$ cat config.mk
export PLATFORM = sky130hd
export DESIGN_NAME = pth_ctrl
export DESIGN_NICKNAME = d
export VERILOG_FILES = /design/src/rtl/pth_pkg.sv /design/src/rtl/pth_ctrl.sv
export SDC_FILE = /design/constraint.sdc
export NUM_CORES = 1
export LEC_CHECK = 0
export BUFFER_PORTS_ARGS = -buffer_cell sky130_fd_sc_hd__buf_2
export CAP_MARGIN = 20
export CELL_PAD_IN_SITES_DETAIL_PLACEMENT = 1
export CELL_PAD_IN_SITES_GLOBAL_PLACEMENT = 2
export CORE_ASPECT_RATIO = 1.25
export CORE_MARGIN = 5
export CORE_UTILIZATION = 26
export CTS_CLUSTER_DIAMETER = 150
export DETAILED_ROUTE_END_ITERATION = 10
export GPL_TIMING_DRIVEN = 1
export HOLD_SLACK_MARGIN = 0.12
export PLACE_DENSITY_LB_ADDON = 0.1
export SLEW_MARGIN = 0
export SYNTH_ARGS = -nofsm -noshare
export SYNTH_HDL_FRONTEND = slang
export SYNTH_SLANG_ARGS = --single-unit
$ cat constraint.sdc
create_clock -name clk -period 1.6 [get_ports clk]
set_input_delay 0.32 -clock clk [delete_from_list [all_inputs] [get_ports clk]]
set_output_delay 0.32 -clock clk [all_outputs]
set_load 0.1 [all_outputs]
$ cat src/rtl/pth_pkg.sv
`default_nettype none
package pth_pkg;

  localparam int BUCKETS_DEF  = 1024;
  localparam int POOL_DEF     = 1024;

  localparam int KEY_W        = 64;
  localparam int SIZE_W       = 32;
  localparam int LINE_W       = 16;
  localparam int CNT_W        = 11;

  localparam int          MIX_SHIFT = 16;
  localparam logic [26:0] MIX_MULT  = 27'h45d9f3b;

  typedef enum logic [1:0] {
    OP_ADD    = 2'd0,
    OP_REMOVE = 2'd1,
    OP_LOOKUP = 2'd2,
    OP_UNUSED = 2'd3
  } op_t;

  typedef enum logic [1:0] {
    ST_DONE      = 2'd0,
    ST_IGNORED   = 2'd1,
    ST_FULL      = 2'd2,
    ST_NOT_FOUND = 2'd3
  } status_t;

  typedef enum logic [3:0] {
    S_CLR,
    S_IDLE,
    S_LO0,
    S_HI0,
    S_SUM0,
    S_LO1,
    S_HI1,
    S_SUM1,
    S_HEAD_RD,
    S_HEAD_LD,
    S_WALK,
    S_CMP,
    S_ACT,
    S_DONE
  } state_t;

  typedef enum logic [3:0] {
    DP_NOP,
    DP_CLR,
    DP_LOAD,
    DP_MUL_LO,
    DP_MUL_HI,
    DP_MUL_SUM,
    DP_HEAD_LD,
    DP_NEXT,
    DP_HIT,
    DP_ACT,
    DP_RESP
  } dp_op_t;

  typedef struct packed {
    dp_op_t op;
  } cmd_t;

  typedef struct packed {
    logic clr_last;
    logic skip;
    logic cur_zero;
    logic key_eq;
    logic slot_free;
  } sts_t;

endpackage
`default_nettype wire

$ cat src/rtl/pth_ctrl.sv
`default_nettype none
module pth_ctrl (
  input  wire logic          clk,
  input  wire logic          rst,
  input  wire logic          in_valid,
  output logic               in_ready,
  output pth_pkg::cmd_t      cmd,
  input  wire pth_pkg::sts_t sts
);
  import pth_pkg::*;

  state_t state, state_next;

  always_ff @(posedge clk) begin
    if (rst) begin
      state <= S_CLR;
    end else begin
      state <= state_next;
    end
  end

  always_comb begin
    state_next = state;
    cmd.op     = DP_NOP;
    in_ready   = 1'b0;
    unique case (state)
      S_CLR: begin
        cmd.op = DP_CLR;
        if (sts.clr_last) state_next = S_IDLE;
      end
      S_IDLE: begin
        in_ready = 1'b1;
        if (in_valid) begin
          cmd.op     = DP_LOAD;
          state_next = S_LO0;
        end
      end
      S_LO0: begin
        if (sts.skip) begin
          state_next = S_DONE;
        end else begin
          cmd.op     = DP_MUL_LO;
          state_next = S_HI0;
        end
      end
      S_HI0: begin
        cmd.op     = DP_MUL_HI;
        state_next = S_SUM0;
      end
      S_SUM0: begin
        cmd.op     = DP_MUL_SUM;
        state_next = S_LO1;
      end
      S_LO1: begin
        cmd.op     = DP_MUL_LO;
        state_next = S_HI1;
      end
      S_HI1: begin
        cmd.op     = DP_MUL_HI;
        state_next = S_SUM1;
      end
      S_SUM1: begin
        cmd.op     = DP_MUL_SUM;
        state_next = S_HEAD_RD;
      end
      S_HEAD_RD: state_next = S_HEAD_LD;
      S_HEAD_LD: begin
        cmd.op     = DP_HEAD_LD;
        state_next = S_WALK;
      end
      S_WALK: begin
        // node read is addressed from cur every cycle
        if (sts.cur_zero) state_next = S_ACT;
        else              state_next = S_CMP;
      end
      S_CMP: begin
        if (sts.key_eq) begin
          cmd.op     = DP_HIT;
          state_next = S_ACT;
        end else begin
          cmd.op     = DP_NEXT;
          state_next = S_WALK;
        end
      end
      S_ACT: begin
        cmd.op     = DP_ACT;
        state_next = S_DONE;
      end
      S_DONE: begin
        if (sts.slot_free) begin
          cmd.op     = DP_RESP;
          state_next = S_IDLE;
        end
      end
      default: state_next = S_IDLE;
    endcase
  end

endmodule
`default_nettype wire

# == Word level (Yosys, flattened, before mapping) ==
# Index checks and enable logic that the tools add are counted.
# classes
eq_ne,16
muxes,13
n_reduce_logical,4
# op_table
operator,n
$pmux 4 s14,1
$pmux 4 s10,1
$eq 4x4->1 const B,6
$mux 4,6
$eq 4x3->1 const B,4
$eq 4x2->1 const B,2
$mux 3,2
$ne 2x2->1 const B,3
$eq 4x1->1 const B,1
$logic_not 4->1,1
$mux 2,2
$reduce_or 2->1,2
$reduce_and 3->1,1
$mux 1,1
# totals
elab_cells,34
inputBits,8
regBits,4
out_inout_bits,5

# == Logic depth before layout (Yosys ltp) ==
# logic_depth
ltp_word,3
mapped_depth,6
ltp_nobuf,4

# == Worst setup path after synthesis ==
# Ideal clock, no wire load.
# synth_path
path_type,register to output
from,register state[2]
to,output cmd[1] (netlist bit)
required_ps,1280
arrival_time_ps,3031
setup_slack_ps,-1751
stages_incl_launch_ff,6
path_buffers,2
cell_sequence,dfxtp_1 -> buf_2 -> buf_1 -> and3_1 -> a21oi_1 -> o21ai_0
# synth_rtl
element,line_no,source
"start, declared",pth_ctrl.sv:12,"state_t state, state_next;"
"start signal, assigned",pth_ctrl.sv:18,state <= state_next;
"end, declared",pth_ctrl.sv:7,"output pth_pkg::cmd_t cmd,"

# == Final worst setup path ==
# layout_path
from,register state[3]
to,output in_ready
# layout_via
elab_chain_len,2
# layout_lines
element,line_no,source
$eq 4x1->1,pth_ctrl.sv:26,unique case (state)
$mux 1,pth_ctrl.sv:26,
"end, declared",pth_ctrl.sv:6,"output logic in_ready,"
# No other way between the ends.

==> qor.txt <==
Clock Tree Buf Depth: 2
Sink Count: 4
Io pins: 13
Antenna violations before repair: 0
Final Cycle Share: 110%
DIE AREA: 2760 um2
Finished Cell Area: 902 um2
Worst hold endpoint: state[1]$_SDFFE_PP0P_
DIE WIDTH: 48.0 um
Area of the multi-input gates: 443 um2
DRC viols: 0
Rel. slew slack: 81.2%
Post-synthesis sequential area ratio: 17.1%
Gr usage total: 16.1%
DRT antenna net count: 0
Num rows: 17
Total wire length: 1.97 mm
Routed wl met3: 38 um
Layout cells sized above 1: 61.5%
Drt first pass iters: 3
Top Layer Used: met4
Post-DP HPWL: 1.29 mm
RSZ-0062 raised after global routing: true
Layout area overhead: 92.3%
Crit path kind: flop to primary output
Largest net degree at the start of global routing: 11
CTS HTree Levels: 1
Most frequent cells in the layout: buf_4 (17), buf_2 (7), a21oi_1 (6)
Iteration-0 DRC Markers: 5
Hold WC Path Type: input port to flop
Root Buffer: clkbuf_4
Fin. Hold Viols: 0
Critical Path End Type: primary output
Max FFs per register: 4
Syn Area/Cell: 7.00 um2
Worst-path fanout max: 5
Synth warnings: 0
Congestion Overflow GR: 0
Worst-Margin Slew: 0.280 ns
Hold buffer count at cts: 0
First-pass GRT wire length: 3.27 mm
Placed inst area: 734 um2
Netlist cell types: 32
Worst EP arrival: 1.43 ns
Vias in the first global route: 676
Vias/cell: 5.47
DIE HEIGHT: 57.5 um
Worst r2r dst: state[1]$_SDFFE_PP0P_
Cells on worst reg2reg path: 7
Worst Skew: 0.000360 ns
Synth Instances: 67
Biggest register: state
Setup Viol. Count Final: 5
Setup crit start kind: flop
Filler cells: 220
Core area: 1740 um2
Hold Path Stages: 2
Outcome: finished, violations left
CTS tree: done
Fin. max-slew vios: 0
Syn Std Cell Area: 469 um2
Initial core utilization: 26.9%
Final nets: 106
Dpl cells: 103
Post-Route M1 WL: 837 um
Synth Net Count: 75
Failing checks: negative setup slack
Largest registers: state: 4 flops
CTS buffer count: 3
Worst r2r src: state[3]$_SDFFE_PP0P_
Final GP Congestion: 0.801
Met2 WL post-DR: 1.08 mm
Final WS setup: -0.153 ns
Max-Cap Viols: 0
WHS: 0.303 ns
Worst hold start: rst
Post-route minimum period: 1.75 ns
Register Area: 92.6 um2
Commonest non-fill, non-tap cell in the layout: buf_4
#FFs+latches synth: 4
Clk Latency, worst-skew pair: 0.23 ns
PortBufs: 12
FMAX: 571 MHz
Number of diodes: 0
FF-to-FF setup slack: 0.03 ns
Worst endpoint required time: 1.28 ns
Routed len/inst: 17.1 um
Clock-pin transition on the worst setup and hold timing paths: 0.04 ns
Fin cells: 115
Via count: 629
[worst max-delay path, cell delays in order, from the launching register on]
cell     delay [ns]
dfxtp_2        0.33
or2_4          0.28
buf_4          0.14
buf_4          0.14
nor2_4         0.12
buf_12         0.18
[per-layer routing]
layer / track usage, % / up-vias
li1: - / 308
met1: 20.7 / 312
met2: 27.2 / 7
met3: 1.58 / 2
met4: 4.23 / 0
met5: 0 / -
[synth_stat cells]
cell / number / share of area, %
a21oi_1: 11 / 12
dfxtp_1: 4 / 17
nand2b_1: 4 / 5.3
nor2_1: 4 / 3.2
o21ai_0: 4 / 4.3
o22ai_1: 4 / 5.3
buf_1: 3 / 2.4
buf_2: 3 / 3.2
nor2b_1: 3 / 4.0
a211oi_1: 2 / 3.2
a31oi_1: 2 / 2.7
inv_1: 2 / 1.6
nand3_1: 2 / 2.1
a2111oi_2: 1 / 3.2
a21o_1: 1 / 1.6
a311o_1: 1 / 2.1
a32oi_1: 1 / 1.9
and2_1: 1 / 1.3
and3_1: 1 / 1.3
and3b_1: 1 / 1.9
buf_6: 1 / 2.4
clkbuf_1: 1 / 0.80
nor3_1: 1 / 1.1
nor4_1: 1 / 1.3
nor4b_2: 1 / 3.2
o211a_1: 1 / 2.1
o21ai_1: 1 / 1.1
o2bb2ai_1: 1 / 1.9
or2_4: 1 / 1.9
or2b_1: 1 / 1.6
or3_1: 1 / 1.3
xnor2_1: 1 / 1.9
[repair_timing]
item | CTS | global route
pin swaps | 2 | 4
setup endpoints to repair | 5 | 7
resized for setup | 15 | 7
buffers inserted | 4 | 5
cloned | 0 | 0
[final cells by class]
cell class | count | share of cell area [%]
Multi-Input combinational cell | 53 | 49.1
Timing Repair Buffer | 34 | 34.7
Sequential cell | 4 | 10.3
Tap cell | 19 | 2.64
Clock buffer | 3 | 2.50
Inverter | 2 | 0.832
[cells by family after synthesis]
family                    Yosys count  synth area share [%]
AOI/OAI and AO/OA                  30                  41.1
xor gates and xnor gates            1                  1.87
DFF                                 4                  17.1
buffers and inverters              10                  10.4
and+or+nand+nor                    22                  29.6
[metrics by stage]
stage / util, % / setup WS (ns) / setup TNS [ns]
final: 51.7 / -0.153 / -0.509
after global routing: 51.7 / -0.227 / -0.898
after CTS: 48.1 / -0.146 / -0.355
after detailed placement: 42.1 / -0.0216 / -0.0216
after global placement: 42.1 / -0.0145 / -0.0145
after floorplan: - / -0.172 / -0.422
[how the worst max path moves through the flow]
| stage | slack, ns | depth (start not counted) | from | endpoint |
|---|---|---|---|---|
| after floorplan | -0.17 | 5 | state[3]$_SDFFE_PP0P_ | cmd[0] |
| after global placement | -0.01 | 6 | state[3]$_SDFFE_PP0P_ | cmd[0] |
| final | -0.15 | 5 | state[3]$_SDFFE_PP0P_ | in_ready |
| after global routing | -0.23 | 5 | state[3]$_SDFFE_PP0P_ | cmd[1] |
| after detailed placement | -0.02 | 6 | state[3]$_SDFFE_PP0P_ | cmd[0] |
| after CTS | -0.15 | 5 | state[3]$_SDFFE_PP0P_ | cmd[1] |
Power is left out: the tool's default activity adds up to more than one toggle a clock period on the data nets, which glitch-free logic cannot reach.
